--- src/rtl/lpbm_pkg.sv ---
// shared constants, codes and controller/datapath types of the byte mailbox
package lpbm_pkg;

	// ring geometry
	localparam int BUF_SIZE = 64;
	localparam int PTR_W    = $clog2(BUF_SIZE);
	localparam int SUM_W    = 9;
	localparam logic [7:0] LEN_MAX = 8'(BUF_SIZE - 5);

	// request function codes
	localparam logic FUNC_PUSH = 1'b0;
	localparam logic FUNC_POP  = 1'b1;

	// result status codes
	typedef enum logic [2:0] {
		ST_OK     = 3'd0,
		ST_FULL   = 3'd1,
		ST_EMPTY  = 3'd2,
		ST_BADLEN = 3'd3,
		ST_ROOM   = 3'd4
	} status_t;

	// controller states
	typedef enum logic [1:0] {
		S_IDLE,
		S_HDR,
		S_EVAL,
		S_PAY
	} state_t;

	// commands from controller to datapath
	typedef struct packed {
		logic    rd_load;
		logic    rd_adv;
		logic    hdr_capture;
		logic    do_push;
		logic    flush;
		logic    commit_zero;
		logic    commit_end;
		logic    emit;
		logic    emit_byte;
		logic    emit_len;
		logic    emit_last;
		status_t emit_status;
	} cmd_t;

	// status from datapath to controller
	typedef struct packed {
		logic slot_free;
		logic ring_empty;
		logic ring_full;
		logic hdr_done;
		logic len_bad;
		logic len_room;
		logic len_zero;
		logic pay_last;
	} dp_stat_t;

	// next pointer with wrap at the ring size
	function automatic logic [PTR_W-1:0] wrap_next(input logic [PTR_W-1:0] p);
		logic [PTR_W-1:0] r;
		if (p == PTR_W'(BUF_SIZE - 1)) begin
			r = '0;
		end else begin
			r = p + PTR_W'(1);
		end
		return r;
	endfunction

endpackage

--- src/rtl/lpbm_req_if.sv ---
// request channel interface of the byte mailbox
interface lpbm_req_if;
	logic       valid;
	logic       ready;
	logic       func;
	logic [7:0] data_byte;
	logic [7:0] room;

	modport source (output valid, output func, output data_byte, output room, input ready);
	modport sink (input valid, input func, input data_byte, input room, output ready);
endinterface

--- src/rtl/lpbm_rsp_if.sv ---
// result channel interface of the byte mailbox
interface lpbm_rsp_if;
	logic       valid;
	logic       ready;
	logic [2:0] status;
	logic [7:0] out_byte;
	logic       byte_valid;
	logic [7:0] body_len;
	logic       last;
	logic       not_empty;

	modport source (output valid, output status, output out_byte, output byte_valid,
		output body_len, output last, output not_empty, input ready);
	modport sink (input valid, input status, input out_byte, input byte_valid,
		input body_len, input last, input not_empty, output ready);
endinterface

--- src/rtl/lpbm_ctrl.sv ---
// controller state machine of the byte mailbox
module lpbm_ctrl (
	input  logic               clk,
	input  logic               arst_n,
	input  logic               req_valid,
	input  logic               req_func,
	output logic               req_ready,
	input  lpbm_pkg::dp_stat_t stat,
	output lpbm_pkg::cmd_t     cmd
);

	lpbm_pkg::state_t state_q;
	lpbm_pkg::state_t state_d;
	logic             accept;

	assign accept = (state_q == lpbm_pkg::S_IDLE) && stat.slot_free && req_valid;

	// state register
	always_ff @(posedge clk or negedge arst_n) begin
		if (!arst_n) begin
			state_q <= lpbm_pkg::S_IDLE;
		end else begin
			state_q <= state_d;
		end
	end

	// next state
	always_comb begin
		state_d = state_q;
		case (state_q)
			lpbm_pkg::S_IDLE: begin
				if (accept && req_func == lpbm_pkg::FUNC_POP && !stat.ring_empty) begin
					state_d = lpbm_pkg::S_HDR;
				end
			end
			lpbm_pkg::S_HDR: begin
				if (stat.hdr_done) begin
					state_d = lpbm_pkg::S_EVAL;
				end
			end
			lpbm_pkg::S_EVAL: begin
				if (stat.len_bad || stat.len_room || stat.len_zero) begin
					if (stat.slot_free) begin
						state_d = lpbm_pkg::S_IDLE;
					end
				end else begin
					state_d = lpbm_pkg::S_PAY;
				end
			end
			lpbm_pkg::S_PAY: begin
				if (stat.slot_free && stat.pay_last) begin
					state_d = lpbm_pkg::S_IDLE;
				end
			end
			default: begin
				state_d = lpbm_pkg::S_IDLE;
			end
		endcase
	end

	// command outputs
	always_comb begin
		cmd             = '0;
		cmd.emit_status = lpbm_pkg::ST_OK;
		req_ready       = 1'b0;
		case (state_q)
			lpbm_pkg::S_IDLE: begin
				req_ready = stat.slot_free;
				if (accept) begin
					if (req_func == lpbm_pkg::FUNC_PUSH) begin
						cmd.emit        = 1'b1;
						cmd.emit_last   = 1'b1;
						cmd.do_push     = !stat.ring_full;
						cmd.emit_status = stat.ring_full ? lpbm_pkg::ST_FULL : lpbm_pkg::ST_OK;
					end else if (stat.ring_empty) begin
						cmd.emit        = 1'b1;
						cmd.emit_last   = 1'b1;
						cmd.emit_status = lpbm_pkg::ST_EMPTY;
					end else begin
						cmd.rd_load = 1'b1;
					end
				end
			end
			lpbm_pkg::S_HDR: begin
				cmd.hdr_capture = 1'b1;
				cmd.rd_adv      = 1'b1;
			end
			lpbm_pkg::S_EVAL: begin
				if (stat.len_bad) begin
					cmd.emit        = stat.slot_free;
					cmd.flush       = stat.slot_free;
					cmd.emit_last   = 1'b1;
					cmd.emit_status = lpbm_pkg::ST_BADLEN;
				end else if (stat.len_room) begin
					cmd.emit        = stat.slot_free;
					cmd.emit_len    = 1'b1;
					cmd.emit_last   = 1'b1;
					cmd.emit_status = lpbm_pkg::ST_ROOM;
				end else if (stat.len_zero) begin
					cmd.emit        = stat.slot_free;
					cmd.commit_zero = stat.slot_free;
					cmd.emit_last   = 1'b1;
				end else begin
					cmd.commit_end = 1'b1;
				end
			end
			lpbm_pkg::S_PAY: begin
				cmd.emit      = stat.slot_free;
				cmd.rd_adv    = stat.slot_free;
				cmd.emit_byte = 1'b1;
				cmd.emit_len  = 1'b1;
				cmd.emit_last = stat.pay_last;
			end
			default: begin
				cmd = '0;
			end
		endcase
	end

endmodule

--- src/rtl/lpbm_dp.sv ---
// datapath of the byte mailbox: ring memory, pointers, header decode, result register
module lpbm_dp (
	input  logic               clk,
	input  logic               arst_n,
	input  logic [7:0]         data_byte,
	input  logic [7:0]         room,
	input  lpbm_pkg::cmd_t     cmd,
	output lpbm_pkg::dp_stat_t stat,
	lpbm_rsp_if.source         rsp
);

	logic [7:0]                 mem_q [lpbm_pkg::BUF_SIZE];
	logic [7:0]                 rd_data_q;
	logic [lpbm_pkg::PTR_W-1:0] wp_q;
	logic [lpbm_pkg::PTR_W-1:0] rp_q;
	logic [lpbm_pkg::PTR_W-1:0] p_q;
	logic [lpbm_pkg::PTR_W-1:0] wp_d;
	logic [lpbm_pkg::PTR_W-1:0] rp_d;
	logic [lpbm_pkg::PTR_W-1:0] rd_addr;
	logic [lpbm_pkg::PTR_W-1:0] end_ptr;
	logic [lpbm_pkg::SUM_W-1:0] end_sum;
	logic [1:0]                 hdr_cnt_q;
	logic [7:0]                 len_q;
	logic                       hi_nz_q;
	logic [7:0]                 room_q;
	logic [7:0]                 rem_q;
	logic                       out_valid_q;

	// status to controller
	assign stat.slot_free  = !out_valid_q || rsp.ready;
	assign stat.ring_empty = (rp_q == wp_q);
	assign stat.ring_full  = (lpbm_pkg::wrap_next(wp_q) == rp_q);
	assign stat.hdr_done   = (hdr_cnt_q == 2'd3);
	assign stat.len_bad    = hi_nz_q || (len_q > lpbm_pkg::LEN_MAX);
	assign stat.len_room   = (len_q > room_q);
	assign stat.len_zero   = (len_q == 8'd0);
	assign stat.pay_last   = (rem_q == 8'd1);

	// read address: reload from read pointer, step, or hold
	always_comb begin
		if (cmd.rd_load) begin
			rd_addr = rp_q;
		end else if (cmd.rd_adv) begin
			rd_addr = lpbm_pkg::wrap_next(p_q);
		end else begin
			rd_addr = p_q;
		end
	end

	// end of payload, length already known to be below the ring size
	assign end_sum = lpbm_pkg::SUM_W'(p_q) + lpbm_pkg::SUM_W'(len_q);
	always_comb begin
		if (end_sum >= lpbm_pkg::SUM_W'(lpbm_pkg::BUF_SIZE)) begin
			end_ptr = lpbm_pkg::PTR_W'(end_sum - lpbm_pkg::SUM_W'(lpbm_pkg::BUF_SIZE));
		end else begin
			end_ptr = lpbm_pkg::PTR_W'(end_sum);
		end
	end

	// next pointer values
	always_comb begin
		wp_d = cmd.do_push ? lpbm_pkg::wrap_next(wp_q) : wp_q;
		rp_d = rp_q;
		if (cmd.flush) begin
			rp_d = wp_q;
		end else if (cmd.commit_zero) begin
			rp_d = p_q;
		end else if (cmd.commit_end) begin
			rp_d = end_ptr;
		end
	end

	// ring memory with registered read
	always_ff @(posedge clk) begin
		if (cmd.do_push) begin
			mem_q[wp_q] <= data_byte;
		end
		rd_data_q <= mem_q[rd_addr];
	end

	// pointers and control counters
	always_ff @(posedge clk or negedge arst_n) begin
		if (!arst_n) begin
			wp_q        <= '0;
			rp_q        <= '0;
			hdr_cnt_q   <= '0;
			out_valid_q <= 1'b0;
		end else begin
			wp_q <= wp_d;
			rp_q <= rp_d;
			if (cmd.rd_load) begin
				hdr_cnt_q <= '0;
			end else if (cmd.hdr_capture) begin
				hdr_cnt_q <= hdr_cnt_q + 2'd1;
			end
			if (cmd.emit) begin
				out_valid_q <= 1'b1;
			end else if (rsp.ready) begin
				out_valid_q <= 1'b0;
			end
		end
	end

	// header decode, room and payload count
	always_ff @(posedge clk) begin
		p_q <= rd_addr;
		if (cmd.rd_load) begin
			room_q <= room;
		end
		if (cmd.hdr_capture) begin
			if (hdr_cnt_q == 2'd0) begin
				len_q   <= rd_data_q;
				hi_nz_q <= 1'b0;
			end else begin
				hi_nz_q <= hi_nz_q || (rd_data_q != 8'd0);
			end
		end
		if (cmd.commit_end) begin
			rem_q <= len_q;
		end else if (cmd.emit && cmd.emit_byte) begin
			rem_q <= rem_q - 8'd1;
		end
	end

	// result register
	always_ff @(posedge clk) begin
		if (cmd.emit) begin
			rsp.status     <= cmd.emit_status;
			rsp.out_byte   <= cmd.emit_byte ? rd_data_q : 8'd0;
			rsp.byte_valid <= cmd.emit_byte;
			rsp.body_len   <= cmd.emit_len ? len_q : 8'd0;
			rsp.last       <= cmd.emit_last;
			rsp.not_empty  <= (rp_d != wp_d);
		end
	end

	assign rsp.valid = out_valid_q;

	// a push never lands on a full ring
	a_push_not_full: assert property (@(posedge clk) disable iff (!arst_n)
		cmd.do_push |-> !stat.ring_full)
		else $error("push written into a full ring");

	// a flush leaves the ring empty
	a_flush_empties: assert property (@(posedge clk) disable iff (!arst_n)
		cmd.flush |=> (rp_q == wp_q))
		else $error("ring not empty after flush");

	// payload bytes are emitted only while some remain
	a_pay_count: assert property (@(posedge clk) disable iff (!arst_n)
		(cmd.emit && cmd.emit_byte) |-> (rem_q != 8'd0))
		else $error("payload byte emitted past the message length");

	// pointers stay inside the ring
	a_ptr_range: assert property (@(posedge clk) disable iff (!arst_n)
		(rp_q <= lpbm_pkg::PTR_W'(lpbm_pkg::BUF_SIZE - 1))
		&& (wp_q <= lpbm_pkg::PTR_W'(lpbm_pkg::BUF_SIZE - 1)))
		else $error("ring pointer out of range");

endmodule

--- src/rtl/length_prefixed_byte_mailbox_top.sv ---
// top level of the length-prefixed byte mailbox
// Byte ring mailbox with one slot always kept free.
// req channel: func selects push (store data_byte) or pop (read one message,
// room is the receiver's capacity). rsp channel: one result per push, one per
// refused, empty or zero-length pop, and one result per payload byte on a
// pop with payload. Push: the result appears in the output register on the
// next cycle; with rsp ready, one push is taken every cycle.
// Pop: the little-endian length header is read through the single
// registered memory read port and then evaluated, then one payload byte
// leaves per cycle while rsp is ready; req is not ready again until the pop
// has issued its last result, and an empty-ring pop ends when accepted.
// All results sit in one output register: a new request is taken while a
// finished result waits, as long as that register is free or being taken.
// A stalled rsp holds the pending result unchanged and stops further results; header reads still go on.
// Reset clears both pointers (ring empty) and the output valid flag; the ring
// memory and the output register contents are not cleared.
module length_prefixed_byte_mailbox_top (
	input  logic       clk,
	input  logic       arst_n,
	lpbm_req_if.sink   req,
	lpbm_rsp_if.source rsp
);

	lpbm_pkg::cmd_t     cmd;
	lpbm_pkg::dp_stat_t stat;

	// controller
	lpbm_ctrl u_ctrl (
		.clk       (clk),
		.arst_n    (arst_n),
		.req_valid (req.valid),
		.req_func  (req.func),
		.req_ready (req.ready),
		.stat      (stat),
		.cmd       (cmd)
	);

	// datapath
	lpbm_dp u_dp (
		.clk       (clk),
		.arst_n    (arst_n),
		.data_byte (req.data_byte),
		.room      (req.room),
		.cmd       (cmd),
		.stat      (stat),
		.rsp       (rsp)
	);

endmodule
--- src/flat_wrapper.sv ---
// flat-port wrapper written by rule: the top's interface ports become plain ports
module length_prefixed_byte_mailbox_top_flat 
  (clk, arst_n, req_valid, req_func, req_data_byte, req_room, req_ready, rsp_valid, rsp_status, rsp_out_byte, rsp_byte_valid, rsp_body_len, rsp_last, rsp_not_empty, rsp_ready);
  lpbm_req_if req_i ();
  lpbm_rsp_if rsp_i ();
  input  logic clk;
  input  logic arst_n;
  input wire logic [$bits(req_i.valid)-1:0] req_valid;
  input wire logic [$bits(req_i.func)-1:0] req_func;
  input wire logic [$bits(req_i.data_byte)-1:0] req_data_byte;
  input wire logic [$bits(req_i.room)-1:0] req_room;
  output wire logic [$bits(req_i.ready)-1:0] req_ready;
  output wire logic [$bits(rsp_i.valid)-1:0] rsp_valid;
  output wire logic [$bits(rsp_i.status)-1:0] rsp_status;
  output wire logic [$bits(rsp_i.out_byte)-1:0] rsp_out_byte;
  output wire logic [$bits(rsp_i.byte_valid)-1:0] rsp_byte_valid;
  output wire logic [$bits(rsp_i.body_len)-1:0] rsp_body_len;
  output wire logic [$bits(rsp_i.last)-1:0] rsp_last;
  output wire logic [$bits(rsp_i.not_empty)-1:0] rsp_not_empty;
  input wire logic [$bits(rsp_i.ready)-1:0] rsp_ready;
  assign req_i.valid = req_valid;
  assign req_i.func = req_func;
  assign req_i.data_byte = req_data_byte;
  assign req_i.room = req_room;
  assign req_ready = req_i.ready;
  assign rsp_valid = rsp_i.valid;
  assign rsp_status = rsp_i.status;
  assign rsp_out_byte = rsp_i.out_byte;
  assign rsp_byte_valid = rsp_i.byte_valid;
  assign rsp_body_len = rsp_i.body_len;
  assign rsp_last = rsp_i.last;
  assign rsp_not_empty = rsp_i.not_empty;
  assign rsp_i.ready = rsp_ready;
  length_prefixed_byte_mailbox_top u_core (.clk(clk), .arst_n(arst_n), .req(req_i), .rsp(rsp_i));
endmodule
--- config.mk ---
export PLATFORM = sky130hd
export DESIGN_NAME = length_prefixed_byte_mailbox_top_flat
export DESIGN_NICKNAME = d
export VERILOG_FILES = /design/src/rtl/lpbm_pkg.sv /design/src/rtl/lpbm_req_if.sv /design/src/rtl/lpbm_rsp_if.sv /design/src/rtl/lpbm_ctrl.sv /design/src/rtl/lpbm_dp.sv /design/src/rtl/length_prefixed_byte_mailbox_top.sv /design/src/flat_wrapper.sv
export SDC_FILE = /design/constraint.sdc
export NUM_CORES = 1
export LEC_CHECK = 0
export BUFFER_PORTS_ARGS = -buffer_cell sky130_fd_sc_hd__buf_4
export CAP_MARGIN = 20
export CORE_ASPECT_RATIO = 0.7
export CORE_MARGIN = 3
export CORE_UTILIZATION = 40
export DETAILED_ROUTE_END_ITERATION = 10
export GPL_TIMING_DRIVEN = 0
export PLACE_DENSITY = 0.54
export SLEW_MARGIN = 30
export SYNTH_ARGS = -nofsm -noshare
export SYNTH_HDL_FRONTEND = slang
export SYNTH_SLANG_ARGS = --single-unit
export TNS_END_PERCENT = 20
--- constraint.sdc ---
create_clock -name clk -period 4.5 [get_ports clk]
set_input_delay 0.45 -clock clk [delete_from_list [all_inputs] [get_ports clk]]
set_output_delay 0.45 -clock clk [all_outputs]
set_load 0.01 [all_outputs]
==> run summary, run 1 <==
Average size of a mapped cell: 13.58 um2. The run finished, with violations left. The run gives 73270 um as the routed wire length. The floorplan has 74 rows. For this block, the initial DRC count from the detailed router was 2114. TritonCTS built the clock tree.

The proportion of register bits with asynchronous set or reset after synthesis came out at 2.881%. The logs give 41.04% for the initial standard-cell utilization of the core and 0.8652 for the global placer's final weighted congestion. STA puts the critical path data required time at 4.73 ns. The number of hold-slack violations in the final timing report was 0. The final max-slew violation count is 0, and the count of H-tree levels built during CTS is 2.

The filler cell count was 5202; the area overhead of the layout relative to synthesis was 12.99%. The number of enable-type register cells in the synthesized netlist is 559, and the number of vias after detailed routing is 15880. In this run the remaining antenna-violating nets after routing total 0.

CTS placed an instance of sky130_fd_sc_hd__clkbuf_16 at the clock tree root. The routed wirelength normalized by instance count is 26.78 um, and the netlist area before placement is 0.02428 mm2. Summed over all nets, the half-perimeter wirelength after detailed placement is 48880 um. After the flow finishes, the layout carries non-filler instances totaling 2736. Of the available clock period, the critical path in the final layout requires 100.9%. The logs give 0.1313 ns for the placement-stage worst setup slack and 1788 for the cell count after synthesis. The worst ir drop on vdd is 0.0004377 V. The tree built by TritonCTS fans out to 590 sinks. The share of power burned in the clock network is 21.6%. The startpoint identified for the worst hold timing path is req_room[6]. For the pin with the worst max-slew slack, the measured transition is 1.227 ns.

The post-route minimum period is 4.541 ns, and the internal power contribution is 11.67 mW. In this run, the combinational gates consume 46.7% of the power. The tool flagged a number of max-cap violations equal to 0.

The classification of the worst setup path was register to register. The critical path starts at u_core.u_dp.wp_q[5]. Along the worst path, the maximum fanout reaches 10.

In this run the post-CTS setup repair buffer count came out at 0. Clock-pin slew was measured on the worst setup and hold paths at 0.06 ns. The maximum number of pins on one net before global-route repair was 65. Static timing analysis puts the maximum clock frequency at 0.2202 GHz. The logs give 72.04% for the post-synthesis sequential area ratio and 22.69% for the global-route usage over all layers. The slack of the critical path is -0.04127 ns. For the first-pass detailed-route iteration total, the log shows 6. The kind of launch point of the worst setup path is a register.

After floorplanning, the core was sized to cover 0.05916 mm2. Net switching is 44.16% of the power. For this run, the share of the core covered by cells in the final layout is 46.37%. Between clock sinks in the finished design, the worst skew comes to 0.02766 ns.

In this run, flip-flops and latches consume 31.8% of the power. The total congestion overflow was 0; the number of warnings reported in the yosys synthesis log was 0. For the initial antenna violation count, the log shows 1.

Hold timing on the final database bottoms out at a slack of 0.02603 ns. After detailed routing, the number of vias per cell comes to 5.804. The total number of nets in the final design is 1933. CTS buffer count: 55. The analysis attributes to cell leakage a power of 9.304 nW. In the routed design, unresolved DRC markers number 0. For the number of global-route vias before repair, the log shows 14770.

The worst register-to-register path begins at u_core.u_dp.wp_q[5]. The floorplan step defined a die boundary enclosing 0.06374 mm2. The later pin in the worst-skew pair is clocked with a latency of 0.61 ns. For this run, the leading register cell type out of synthesis is sky130_fd_sc_hd__edfxtp_1. The final reports fail on negative setup slack.

The count of input and output buffers was 44; the relative slew slack was 17.96%. The die is 300.5 um wide. Number of top-level pins: 45.

The y dimension of the die was 212.1 um; the fraction of layout cells with a size suffix above 1 was 10.73%. Setup repair after global routing could not meet its margin everywhere. Power per standard cell area: 761.7 mW/mm2. The global-route wire length before repair is 104600 um, and the total power is 20.90 mW. Class of the worst hold path: primary input to register.

Including well taps, the total number of placed cells is 2631. Yosys mapped the design onto 68 distinct sky130hd cell types. The arrival time of data at the critical path endpoint was 4.77 ns.

Counting flops and latches in the post-synthesis netlist gives 590. The worst setup path is captured at a register. The post-synth net total was 1829; the reported net switching power was 9.228 mW.

Setup violations remaining at the end of the flow were counted as 26. The number of antenna diodes came out at 0. The longest clock path from root to sink contains 3 buffers.
## critical path: stages, from the launching register on
cell	delay, ns
sky130_fd_sc_hd__dfrtp_1	0.33
sky130_fd_sc_hd__clkbuf_1	0.24
sky130_fd_sc_hd__clkbuf_1	0.48
sky130_fd_sc_hd__and3_1	0.37
sky130_fd_sc_hd__o32a_1	0.32
sky130_fd_sc_hd__o21ai_0	0.25
sky130_fd_sc_hd__nor2_1	0.31
sky130_fd_sc_hd__nand3_1	0.86
sky130_fd_sc_hd__nor2_1	1.01
## through the flow
stage / cell area, um2 / setup TNS [ns]
detailed placement: 25660 / 0
floorplan: 24280 / 0
global placement: 25610 / -4.393
CTS: 27370 / 0
finish: 27440 / -0.5940
global route: 27440 / -6.460
## synthesized netlist by cell type (4+ instances only)
cell type / instances / share of area [%]
sky130_fd_sc_hd__a21o_1: 4 / 0.12
sky130_fd_sc_hd__a21oi_1: 143 / 2.9
sky130_fd_sc_hd__a22oi_1: 49 / 1.5
sky130_fd_sc_hd__a32oi_1: 65 / 2.3
sky130_fd_sc_hd__and2_1: 11 / 0.28
sky130_fd_sc_hd__and3_1: 13 / 0.33
sky130_fd_sc_hd__buf_1: 13 / 0.20
sky130_fd_sc_hd__buf_2: 30 / 0.62
sky130_fd_sc_hd__buf_4: 6 / 0.19
sky130_fd_sc_hd__buf_6: 5 / 0.23
sky130_fd_sc_hd__clkbuf_1: 46 / 0.71
sky130_fd_sc_hd__dfrtp_1: 17 / 1.8
sky130_fd_sc_hd__dfxtp_1: 14 / 1.2
sky130_fd_sc_hd__edfxtp_1: 559 / 69
sky130_fd_sc_hd__ha_1: 19 / 0.98
sky130_fd_sc_hd__inv_1: 24 / 0.37
sky130_fd_sc_hd__mux2_2: 11 / 0.51
sky130_fd_sc_hd__mux2i_1: 66 / 2.7
sky130_fd_sc_hd__nand2_1: 356 / 5.5
sky130_fd_sc_hd__nand2b_1: 6 / 0.15
sky130_fd_sc_hd__nand3_1: 15 / 0.31
sky130_fd_sc_hd__nand4_1: 9 / 0.23
sky130_fd_sc_hd__nor2_1: 98 / 1.5
sky130_fd_sc_hd__nor2b_1: 6 / 0.15
sky130_fd_sc_hd__nor3_1: 12 / 0.25
sky130_fd_sc_hd__nor4_1: 36 / 0.93
sky130_fd_sc_hd__o21a_1: 6 / 0.19
sky130_fd_sc_hd__o21ai_0: 21 / 0.43
sky130_fd_sc_hd__o22ai_1: 38 / 0.98
sky130_fd_sc_hd__o31ai_1: 4 / 0.12
sky130_fd_sc_hd__xnor2_1: 15 / 0.54
sky130_fd_sc_hd__xor2_1: 8 / 0.29
## cell type report
cell class / count / area, um2 / area share, %
sequential: 590 / 17490 / 63.76
multi-input combinational: 1072 / 6295 / 22.94
clock buffer: 77 / 1489 / 5.427
tap: 798 / 998.5 / 3.639
buffer: 100 / 475.5 / 1.733
timing repair buffer: 47 / 379.1 / 1.382
clock inverter: 26 / 209.0 / 0.7616
inverter: 26 / 97.59 / 0.3557
## power by group through the flow
stage / Sequential [mW] / Combinational (mW) / Clock (mW)
global route: 6.67 / 10.2 / 4.79
floorplan: 6.69 / 5.32 / 0
detailed placement: 6.76 / 9.37 / 0
CTS: 6.64 / 9.41 / 4.56
finish: 6.64 / 9.75 / 4.50
global placement: 6.76 / 9.26 / 0
## cell families after synthesis
kind of cell / Yosys count / share of synthesized area [%]
compound gates: 362 / 9.744
mux: 81 / 3.540
xor+xnor: 23 / 0.8296
buf+inv: 126 / 2.350
simple gates: 586 / 10.44
fa+ha+maj: 20 / 1.061
flops: 590 / 72.04
## flip-flops by register name (all words and copies together), names as in the netlist
name	cells
u_core.u_dp.mem_q	512
u_core.u_dp.len_q	8
u_core.u_dp.rd_data_q	8
u_core.u_dp.rem_q	8
u_core.u_dp.room_q	8
u_core.u_dp.rsp.body_len	8
u_core.u_dp.rsp.out_byte	8
u_core.u_dp.p_q	6
u_core.u_dp.rp_q	6
u_core.u_dp.wp_q	6
u_core.u_dp.rsp.status	3
u_core.u_ctrl.state_q	2
u_core.u_dp.hdr_cnt_q	2
u_core.u_dp.hi_nz_q	1
u_core.u_dp.rsp.byte_valid	1
u_core.u_dp.rsp.last	1
u_core.u_dp.rsp.not_empty	1
u_core.u_dp.rsp.valid	1
## cells in the final DEF, fill, tap and decap left out, types with 14 or more instances in the layout
| cell | synthesis | layout |
|---|---|---|
| sky130_fd_sc_hd__a21oi_1 | 143 | 143 |
| sky130_fd_sc_hd__a22oi_1 | 49 | 45 |
| sky130_fd_sc_hd__a32oi_1 | 65 | 65 |
| sky130_fd_sc_hd__buf_2 | 30 | 30 |
| sky130_fd_sc_hd__buf_4 | 6 | 50 |
| sky130_fd_sc_hd__clkbuf_1 | 46 | 64 |
| sky130_fd_sc_hd__clkbuf_16 | 0 | 55 |
| sky130_fd_sc_hd__dfrtp_1 | 17 | 17 |
| sky130_fd_sc_hd__dfxtp_1 | 14 | 14 |
| sky130_fd_sc_hd__edfxtp_1 | 559 | 559 |
| sky130_fd_sc_hd__ha_1 | 19 | 19 |
| sky130_fd_sc_hd__inv_1 | 24 | 24 |
| sky130_fd_sc_hd__mux2i_1 | 66 | 66 |
| sky130_fd_sc_hd__nand2_1 | 356 | 356 |
| sky130_fd_sc_hd__nand3_1 | 15 | 15 |
| sky130_fd_sc_hd__nor2_1 | 98 | 84 |
| sky130_fd_sc_hd__nor2_2 | 1 | 15 |
| sky130_fd_sc_hd__nor4_1 | 36 | 36 |
| sky130_fd_sc_hd__o21ai_0 | 21 | 19 |
| sky130_fd_sc_hd__o22ai_1 | 38 | 38 |
| sky130_fd_sc_hd__xnor2_1 | 15 | 15 |
## path summary, 6_finish.rpt
kind                                                 end  slack (ns)  depth (start not counted)
worst max-delay path            u_core.u_dp.mem_q[14][3]       -0.04                          8
worst min-delay path               u_core.u_dp.room_q[6]        0.03                          1
worst max register to register  u_core.u_dp.mem_q[14][3]       -0.04                          8
worst min register to register      u_core.u_dp.len_q[4]        0.46                          0
max in group asynchronous            u_core.u_dp.wp_q[4]        4.01                          2
min in group asynchronous            u_core.u_dp.wp_q[5]        0.26                          2
## timing repair
action,4_1_cts,5_1_grt
resized for setup,0,15
endpoints found under the setup margin,0,132
hold endpoints to repair,17,0
hold buffers,1,0
## per-layer routing
metal  GRT usage [%]  routed length, um
met1           35.90              33960
met2           31.31              29770
met3           6.053               8293
met4           4.029               1241
met5               0                  9
(Power assumes the default switching activity.)
==> run 2: changes to the inputs <==
--- a/config.mk
+++ b/config.mk
@@ -9,10 +9,10 @@
 export CAP_MARGIN = 20
 export CORE_ASPECT_RATIO = 0.7
 export CORE_MARGIN = 3
-export CORE_UTILIZATION = 40
+export CORE_UTILIZATION = 60
 export DETAILED_ROUTE_END_ITERATION = 10
 export GPL_TIMING_DRIVEN = 0
-export PLACE_DENSITY = 0.54
+export PLACE_DENSITY = 0.76
 export SLEW_MARGIN = 30
 export SYNTH_ARGS = -nofsm -noshare
 export SYNTH_HDL_FRONTEND = slang
==> run summary, run 2 (synthesized netlist as in run 1, its figures left out) <==
The post-CTS setup buffer count is 0 (unchanged), and the maximum number of pins on one net before global-route repair is 65 (unchanged). The routed wirelength normalized by instance count came out at 27.24 um (was 26.78 um). The clock latency reported for the late side of the worst-skew pair was 0.60 ns (was 0.61 ns). The global placer's final weighted congestion came out at 0.9763 (was 0.8652). The relative slew slack was 24.86% (was 17.96%).

The post-route minimum period came out at 4.510 ns (was 4.541 ns). The post-layout instance area was 0.02688 mm2 (was 0.02744 mm2); the number of nets with antenna violations after routing was 0 (unchanged). The library cell contributing the largest single delay on the critical path is sky130_fd_sc_hd__a22oi_1 (was sky130_fd_sc_hd__nor2_1). For the count of H-tree levels built during CTS, the log shows 2 (unchanged). The number of cell instances on the worst register-to-register path came out at 13 (was 8). The tools report the post-detailed-placement half-perimeter wirelength as 43970 um (was 48880 um).

The arrival time of data at the critical path endpoint came out at 4.95 ns (was 4.77 ns). Y dimension of the die: 174.3 um (was 212.1 um). The cell count after placement is 2359 (was 2631). The utilization of the core after routing was 68.59% (was 46.37%). TritonCTS built the clock tree. For the initial standard-cell utilization of the core, the log shows 61.96% (was 41.04%).

The tools report the worst path required time as 4.94 ns (was 4.73 ns). The tools report the clock sink count as 590 (unchanged). The total number of nets in the final design came out at 1928 (was 1933). The largest incremental delay on the critical path came out at 0.80 ns (was 1.01 ns). The total power is 20.39 mW (was 20.90 mW), and the global-route wire length before repair is 98550 um (was 104600 um). The logs give 66930 um (was 73270 um) for the routed wire length and 2457 (was 2736) for the final instance count without filler cells.

The number of failing setup endpoints in the final timing report was 1 (was 26). The tools report the count of hold-fix buffers inserted at cts as 1 (unchanged). The total congestion overflow was 0 (unchanged); the routed via count divided by cell count was 6.688 (was 5.804). For the initial antenna violation count, the log shows 2 (was 1). Register bank with the most flops: u_core.u_dp.mem_q (unchanged).

The setup TNS came out at -0.01011 ns (was -0.5940 ns). The tools report the placed standard-cell area as 0.02528 mm2 (was 0.02566 mm2). The run gives 60 (was 74) as the number of placement rows. The most common library cell in the layout ignoring fill and taps was sky130_fd_sc_hd__edfxtp_1 (unchanged).

The smallest hold slack was 0.05386 ns (was 0.02603 ns); the DRC violation count after routing was 0 (unchanged). The number of vias after detailed routing came out at 16430 (was 15880). For the area of the core region, the log shows 0.03919 mm2 (was 0.05916 mm2). The first-pass detailed-route iteration total is 6 (unchanged). Violations in the final reports: negative setup slack (unchanged). The internal power contribution is 11.41 mW (was 11.67 mW).

The run gives 2805 (was 2114) as the number of violations reported at the end of detailed-routing iteration 0. The width of the die was 246.4 um (was 300.5 um). The tools report the part of the total power dissipated in sequential elements as 32.6% (was 31.8%). The flow ran to the end, but the final reports show violations. The run gives 0.04296 mm2 (was 0.06374 mm2) as the die footprint. The most common cell type on the critical path is sky130_fd_sc_hd__a22oi_1. The run gives 0 (unchanged) as the number of resized instances in the post-cts repair step. The fraction of power spent switching nets works out to 44.03% (was 44.16%). The tools report the kind of end point of the critical path as a register (unchanged). The flip-flop count of the largest register after layout is 512 (unchanged). The run gives 9.218 nW (was 9.304 nW) as the standby leakage power. The tools report the share of power burned in the clock network as 20.7% (was 21.6%). Cells along the critical path: buf_2, xor2_1, nor4b_2, a21o_2, mux2i_4, inv_2, buf_4, clkbuf_1, nand2_1, a32oi_1, a22oi_1, a22oi_1, mux2_2 (was clkbuf_1, clkbuf_1, and3_1, o32a_1, o21ai_0, nor2_1, nand3_1, nor2_1). The maximum clock frequency is 0.2217 GHz (was 0.2202 GHz). The tools report the number of max-cap violations as 0 (unchanged).

The count of input and output buffers works out to 44 (unchanged). The final critical-path share of the clock period is 100.2% (was 100.9%), and the power per standard cell area is 758.8 mW/mm2 (was 761.7 mW/mm2). The tools report the clock root buffer as sky130_fd_sc_hd__clkbuf_16 (unchanged). The slack of the critical path came out at -0.01011 ns (was -0.04127 ns). The depth of the worst hold-timing path is 1 (unchanged). The run gives 0.0004922 V (was 0.0004377 V) as the worst ir drop on vdd.

For the portion of total power attributed to combinational logic, the log shows 46.8% (was 46.7%). The class of the worst hold path was primary input to register (unchanged). The fraction of layout cells with a size suffix above 1 was 9.487% (was 10.73%); the CTS buffer count was 52 (was 55).

The critical-path maximum fanout came out at 10 (unchanged). The number of global-route vias before repair was 15680 (was 14770); the number of hold-slack violations in the final timing report was 0 (unchanged). The final max-slew violation count was 0 (unchanged); the buffer levels on the longest clock path was 3 (unchanged). The area overhead of the layout relative to synthesis works out to 10.69% (was 12.99%).

Slew of the pin with the lowest slew margin: 1.121 ns (was 1.227 ns). Kind of launch point of the worst setup path: a register (unchanged). For the global-route usage over all layers, the log shows 31.17% (was 22.69%). The number of top-level pins came out at 45 (unchanged). Setup repair after global routing left no endpoint under its margin.

The classification of the worst setup path was register to register (unchanged). Commonest non-fill, non-tap cells in the layout: 559 x sky130_fd_sc_hd__edfxtp_1, 356 x sky130_fd_sc_hd__nand2_1, 143 x sky130_fd_sc_hd__a21oi_1 (unchanged). The clock-pin slew on the worst setup and hold paths works out to 0.06 ns (about the same).

The clock skew came out at 0.02700 ns (was 0.02766 ns). The logs give 8.979 mW (was 9.228 mW) for the reported net switching power and 0.3701 ns (was 0.1313 ns) for the placement-stage worst setup slack.
==> run 2: critical path: cells and delay by family (launching register included) <==
family	cells	cell delay [ns]
buf+inv	4	0.91
mux	2	0.79
compound gates	4	1.58
simple gates	2	0.48
flops	1	0.43
xor+xnor	1	0.17
==> run 2: path summary, 6_finish.rpt <==
check	slack [ns]	start	to
max	-0.01	u_core.u_dp.wp_q[2]	u_core.u_dp.rd_data_q[3]
min	0.05	req_room[1]	u_core.u_dp.room_q[1]
max reg2reg	-0.01	u_core.u_dp.wp_q[2]	u_core.u_dp.rd_data_q[3]
min reg2reg	0.47	u_core.u_dp.rd_data_q[3]	u_core.u_dp.len_q[3]
max in group asynchronous	4.00	arst_n	u_core.u_dp.hdr_cnt_q[1]
min in group asynchronous	0.27	arst_n	u_core.u_dp.wp_q[5]
==> run 2: final cells by class <==
type	instances	area (um2)
clock inverter	28	186.4
inverter	26	97.59
clock buffer	68	1381
tap	527	659.4
buffer	100	473.0
fill	2681	12310
timing repair buffer	45	340.3
multi-input combinational	1072	6245
antenna	1	2.502
sequential	590	17490
==> run 2: layer usage <==
layer,up-vias,part of all wire [%],global-route usage (%)
li1,6973,-,-
met2,1249,43,44.09
met5,-,0.019,0
met4,2,2.7,8.236
met1,8051,38,45.92
met3,157,16,11.70
==> run 2: power groups by stage <==
stage          logic, mW  clock network, mW  registers, mW
2_1_floorplan       5.32                  0           6.69
3_3_place_gp        8.71                  0           6.74
3_5_place_dp        8.93                  0           6.74
4_1_cts             8.99               4.21           6.63
5_1_grt             9.85               4.43           6.66
6_report            9.54               4.22           6.64
==> run 3: changes to the inputs <==
--- a/config.mk
+++ b/config.mk
@@ -5,14 +5,15 @@
 export SDC_FILE = /design/constraint.sdc
 export NUM_CORES = 1
 export LEC_CHECK = 0
+export ABC_AREA = 1
 export BUFFER_PORTS_ARGS = -buffer_cell sky130_fd_sc_hd__buf_4
 export CAP_MARGIN = 20
 export CORE_ASPECT_RATIO = 0.7
 export CORE_MARGIN = 3
-export CORE_UTILIZATION = 60
+export CORE_UTILIZATION = 41
 export DETAILED_ROUTE_END_ITERATION = 10
 export GPL_TIMING_DRIVEN = 0
-export PLACE_DENSITY = 0.76
+export PLACE_DENSITY = 0.55
 export SLEW_MARGIN = 30
 export SYNTH_ARGS = -nofsm -noshare
 export SYNTH_HDL_FRONTEND = slang
==> run summary, run 3 <==
The number of enable-type register cells in the synthesized netlist was 559 (unchanged); the post-route minimum period was 4.261 ns (was 4.510 ns). The netlist area before placement is 0.02695 mm2 (was 0.02428 mm2). Commonest non-fill, non-tap cells in the layout: 626 x sky130_fd_sc_hd__nand2_1, 576 x sky130_fd_sc_hd__nand3_1, 568 x sky130_fd_sc_hd__inv_1 (was 559 x sky130_fd_sc_hd__edfxtp_1, 356 x sky130_fd_sc_hd__nand2_1, 143 x sky130_fd_sc_hd__a21oi_1). Number of top-level pins: 45 (unchanged). For the die footprint, the log shows 0.06889 mm2 (was 0.04296 mm2).

The tools report the setup TNS as 0 ns (was -0.01011 ns). The global-route usage over all layers is 23.24% (was 31.17%). The proportion of register bits with asynchronous set or reset after synthesis came out at 2.881% (unchanged).

The endpoint of the worst hold-timing path is u_core.u_dp.rsp.status[0] (was u_core.u_dp.room_q[1]). The clock latency reported for the late side of the worst-skew pair is 0.62 ns (was 0.60 ns), and the clock-pin slew on the worst setup and hold paths is 0.07 ns (was 0.06 ns). Top cell types by occurrence after synthesis: 626 x sky130_fd_sc_hd__nand2_1, 578 x sky130_fd_sc_hd__nand3_1, 568 x sky130_fd_sc_hd__inv_1 (was 559 x sky130_fd_sc_hd__edfxtp_1, 356 x sky130_fd_sc_hd__nand2_1, 143 x sky130_fd_sc_hd__a21oi_1).

The tools report the number of placement rows as 77 (was 60). The tools report the kind of launch point of the worst setup path as a register (unchanged). The cell count after synthesis was 2732 (was 1788); the routed via count divided by cell count was 5.201 (was 6.688). The smallest hold slack is 0.1822 ns (was 0.05386 ns). The tools report the final max-slew violation count as 0 (unchanged). The post-synthesis register bit count was 590 (unchanged).

The standby leakage power came out at 13.11 nW (was 9.218 nW). The worst ir drop on vdd was 0.0004291 V (was 0.0004922 V). The depth of the worst hold-timing path is 2 (was 1), and the flip-flop count of the largest register after layout is 512 (unchanged).

The routed wirelength normalized by instance count was 21.22 um (was 27.24 um); the post-detailed-placement half-perimeter wirelength was 55600 um (was 43970 um). Highest metal layer used by the detailed router: met4 (was met5). The clock root buffer is sky130_fd_sc_hd__clkbuf_16 (unchanged). The total number of nets in the final design came out at 2889 (was 1928).

The maximum clock frequency is 0.2347 GHz (was 0.2217 GHz). The logs give 590 (unchanged) for the clock sink count and 0.2389 ns (was -0.01011 ns) for the slack of the critical path. The slew of the pin with the lowest slew margin was 1.014 ns (was 1.121 ns); the area overhead of the layout relative to synthesis was 12.64% (was 10.69%). Arrival time of data at the critical path endpoint: 4.50 ns (was 4.95 ns). TritonCTS built the clock tree. The number of hold-slack violations in the final timing report came out at 0 (unchanged). The tools report the number of unique standard cell types used by synthesis as 43 (was 68). For the count of H-tree levels built during CTS, the log shows 2 (unchanged). The most common library cell in the layout ignoring fill and taps is sky130_fd_sc_hd__nand2_1 (was sky130_fd_sc_hd__edfxtp_1). Most instantiated library cell after synthesis: sky130_fd_sc_hd__nand2_1 (was sky130_fd_sc_hd__edfxtp_1).

The count of input and output buffers works out to 44 (unchanged). The fraction of layout cells with a size suffix above 1 is 8.699% (was 9.487%). The total congestion overflow was 0 (unchanged). The leading area contributor after synthesis was sky130_fd_sc_hd__edfxtp_1 (unchanged). The relative slew slack is 32.20% (was 24.86%). The classification of the worst setup path was register to register (unchanged). The tools report the buffer levels on the longest clock path as 3 (unchanged).

The number of cell instances on the worst register-to-register path was 12 (was 13). The CTS buffer count was 57 (was 52). The post-synthesis sequential area ratio is 64.91% (was 72.04%), and the number of nets with antenna violations after routing is 0 (unchanged). The flow ran to the end, and the final reports show no timing, DRC or antenna violations.

The maximum number of pins on one net before global-route repair is 65 (unchanged), and the area of the core region is 0.06407 mm2 (was 0.03919 mm2). Power per standard cell area: 710.7 mW/mm2 (was 758.8 mW/mm2). The tools report the worst flop-to-flop path endpoint as u_core.u_dp.mem_q[8][1] (was u_core.u_dp.rd_data_q[3]). The class of the worst hold path was primary input to register (unchanged). Worst path required time: 4.74 ns (was 4.94 ns).

The number of antenna diodes came out at 0 (was 1). The critical-path maximum fanout is 10 (unchanged). Register bank with the most flops: u_core.u_dp.mem_q (unchanged). The number of warnings reported in the yosys synthesis log came out at 0 (unchanged). The first-pass detailed-route iteration total is 5 (was 6), and the number of vias after detailed routing is 19590 (was 16430). The area share of the largest cell type after synthesis was 62.29% (was 69.13%).

The tools report the DRC violation count after routing as 0 (unchanged). Synth area leaders: sky130_fd_sc_hd__edfxtp_1 62%, sky130_fd_sc_hd__nand3_1 11%, sky130_fd_sc_hd__nand2_1 8.7% (was sky130_fd_sc_hd__edfxtp_1 69%, sky130_fd_sc_hd__nand2_1 5.5%, sky130_fd_sc_hd__a21oi_1 2.9%). The tools report the global placer's final weighted congestion as 0.9286 (was 0.9763). The placement-stage worst setup slack was 0.2262 ns (was 0.3701 ns). The width of the die was 312.4 um (was 246.4 um). The most used flip-flop cell after synthesis was sky130_fd_sc_hd__edfxtp_1 (unchanged). The routed metal-1 wirelength was 39540 um (was 25710 um); the initial antenna violation count was 0 (was 2). The clock skew was 0.02000 ns (was 0.02700 ns); the post-synth net total was 2773 (was 1829).

The initial standard-cell utilization of the core is 42.06% (was 61.96%), and the number of violations reported at the end of detailed-routing iteration 0 is 2490 (was 2805). The tools report the post-CTS setup buffer count as 0 (unchanged). The number of failing setup endpoints in the final timing report was 0 (was 1); the number of global-route vias before repair was 18110 (was 15680).

The global-route wire length before repair is 117800 um (was 98550 um). Setup repair after global routing could not meet its margin everywhere. The tools report the startpoint of the worst register-to-register path as u_core.u_dp.wp_q[0] (was u_core.u_dp.wp_q[2]). The run gives 0 (unchanged) as the number of max-cap violations. The routed wire length came out at 79910 um (was 66930 um). The y dimension of the die is 220.5 um (was 174.3 um), and the final critical-path share of the clock period is 94.69% (was 100.2%). The average size of a mapped cell works out to 9.864 um2 (was 13.58 um2).

The met2 routed wirelength came out at 31160 um (was 28650 um). The origin of the worst min-delay path was req_func (was req_room[1]). The run gives 0.24 ns (was -0.01 ns) as the setup slack of the worst register-to-register path. The kind of end point of the critical path is a register (unchanged). The detailed route wirelength on metal3 came out at 7641 um (was 10750 um).
-- run 3: changes by cell type after synthesis, moves of 38 or more --
cell / delta
sky130_fd_sc_hd__mux2i_1: -66
sky130_fd_sc_hd__nand3_1: +563
sky130_fd_sc_hd__a21oi_1: -131
sky130_fd_sc_hd__a22oi_1: -49
sky130_fd_sc_hd__buf_2: +39
sky130_fd_sc_hd__inv_1: +544
sky130_fd_sc_hd__a32oi_1: -65
sky130_fd_sc_hd__o22ai_1: -38
sky130_fd_sc_hd__nand2_1: +270
-- run 3: cell families after synthesis --
group / synth area share (%)
flops: 64.91
compound gates: 1.156
simple gates: 22.09
xor+xnor: 0.5850
fa+ha+maj: 0.9564
buf+inv: 10.31
-- run 3: worst max-delay path by stage --
stage | end | startpoint | cells after the start | slack (ns)
final | u_core.u_dp.mem_q[8][1] | u_core.u_dp.wp_q[0] | 12 | 0.24
after global routing | u_core.u_dp.mem_q[8][5] | u_core.u_dp.wp_q[0] | 13 | -0.12
after CTS | u_core.u_dp.mem_q[9][4] | u_core.u_dp.wp_q[0] | 12 | 0.20
after detailed placement | u_core.u_dp.mem_q[9][4] | u_core.u_dp.wp_q[0] | 12 | 0.23
after global placement | u_core.u_dp.mem_q[19][1] | u_core.u_dp.wp_q[0] | 13 | 0.19
after floorplan | u_core.u_dp.mem_q[0][0] | u_core.u_dp.wp_q[1] | 12 | 1.87
-- run 3: routing by layer --
metal,vias to the layer above,track usage [%]
met4,0,4.986
met1,9538,37.27
met2,849,31.86
met3,110,5.018
li1,9089,-
met5,-,0
-- run 3: cell type report --
type,count,area [um2]
fill,5952,33710
inverter,574,2155
clock inverter,32,202.7
sequential,590,17490
multi-input combinational,1448,6698
tap,869,1087
clock buffer,76,1634
buffer,120,623.1
timing repair buffer,57,464.2
-- run 3: critical path: stages (launching register included) --
cell and delay (ns):
sky130_fd_sc_hd__dfrtp_1 0.36, sky130_fd_sc_hd__buf_2 0.22, sky130_fd_sc_hd__inv_1 0.10, sky130_fd_sc_hd__nor2_1 0.26, sky130_fd_sc_hd__nand2_1 0.16, sky130_fd_sc_hd__nand3_1 0.15, sky130_fd_sc_hd__xor2_1 0.15, sky130_fd_sc_hd__inv_1 0.05
sky130_fd_sc_hd__nand2_1 0.23, sky130_fd_sc_hd__nand2_2 0.21, sky130_fd_sc_hd__nor2_1 0.29, sky130_fd_sc_hd__nand3_1 0.79, sky130_fd_sc_hd__nor2_1 0.91
-- run 3: metrics by stage --
stage          total power, mW  cell area, um2  instances  utilization, %
2_1_floorplan            12.61           26950       2732               -
3_3_place_gp             16.51           28370       3645           44.28
3_5_place_dp             16.65           28410       3648           44.34
4_1_cts                  21.40           30340       3765           47.35
5_1_grt                  22.72           30360       3766           47.38
6_report                 21.57           30360       3766           47.38
-- run 3: timing repair --
item                                    CTS  global route
endpoints found under the setup margin    0           125
hold buffers                              9             0
endpoints found under the hold margin    25             0
gates resized for setup                   0             2
-- run 3: where the power goes --
part	switching, mW	internal [mW]	leakage (nW)
registers	0.233	6.41	5.37
logic	7.43	2.74	6.83
clock network	2.10	2.66	0.907
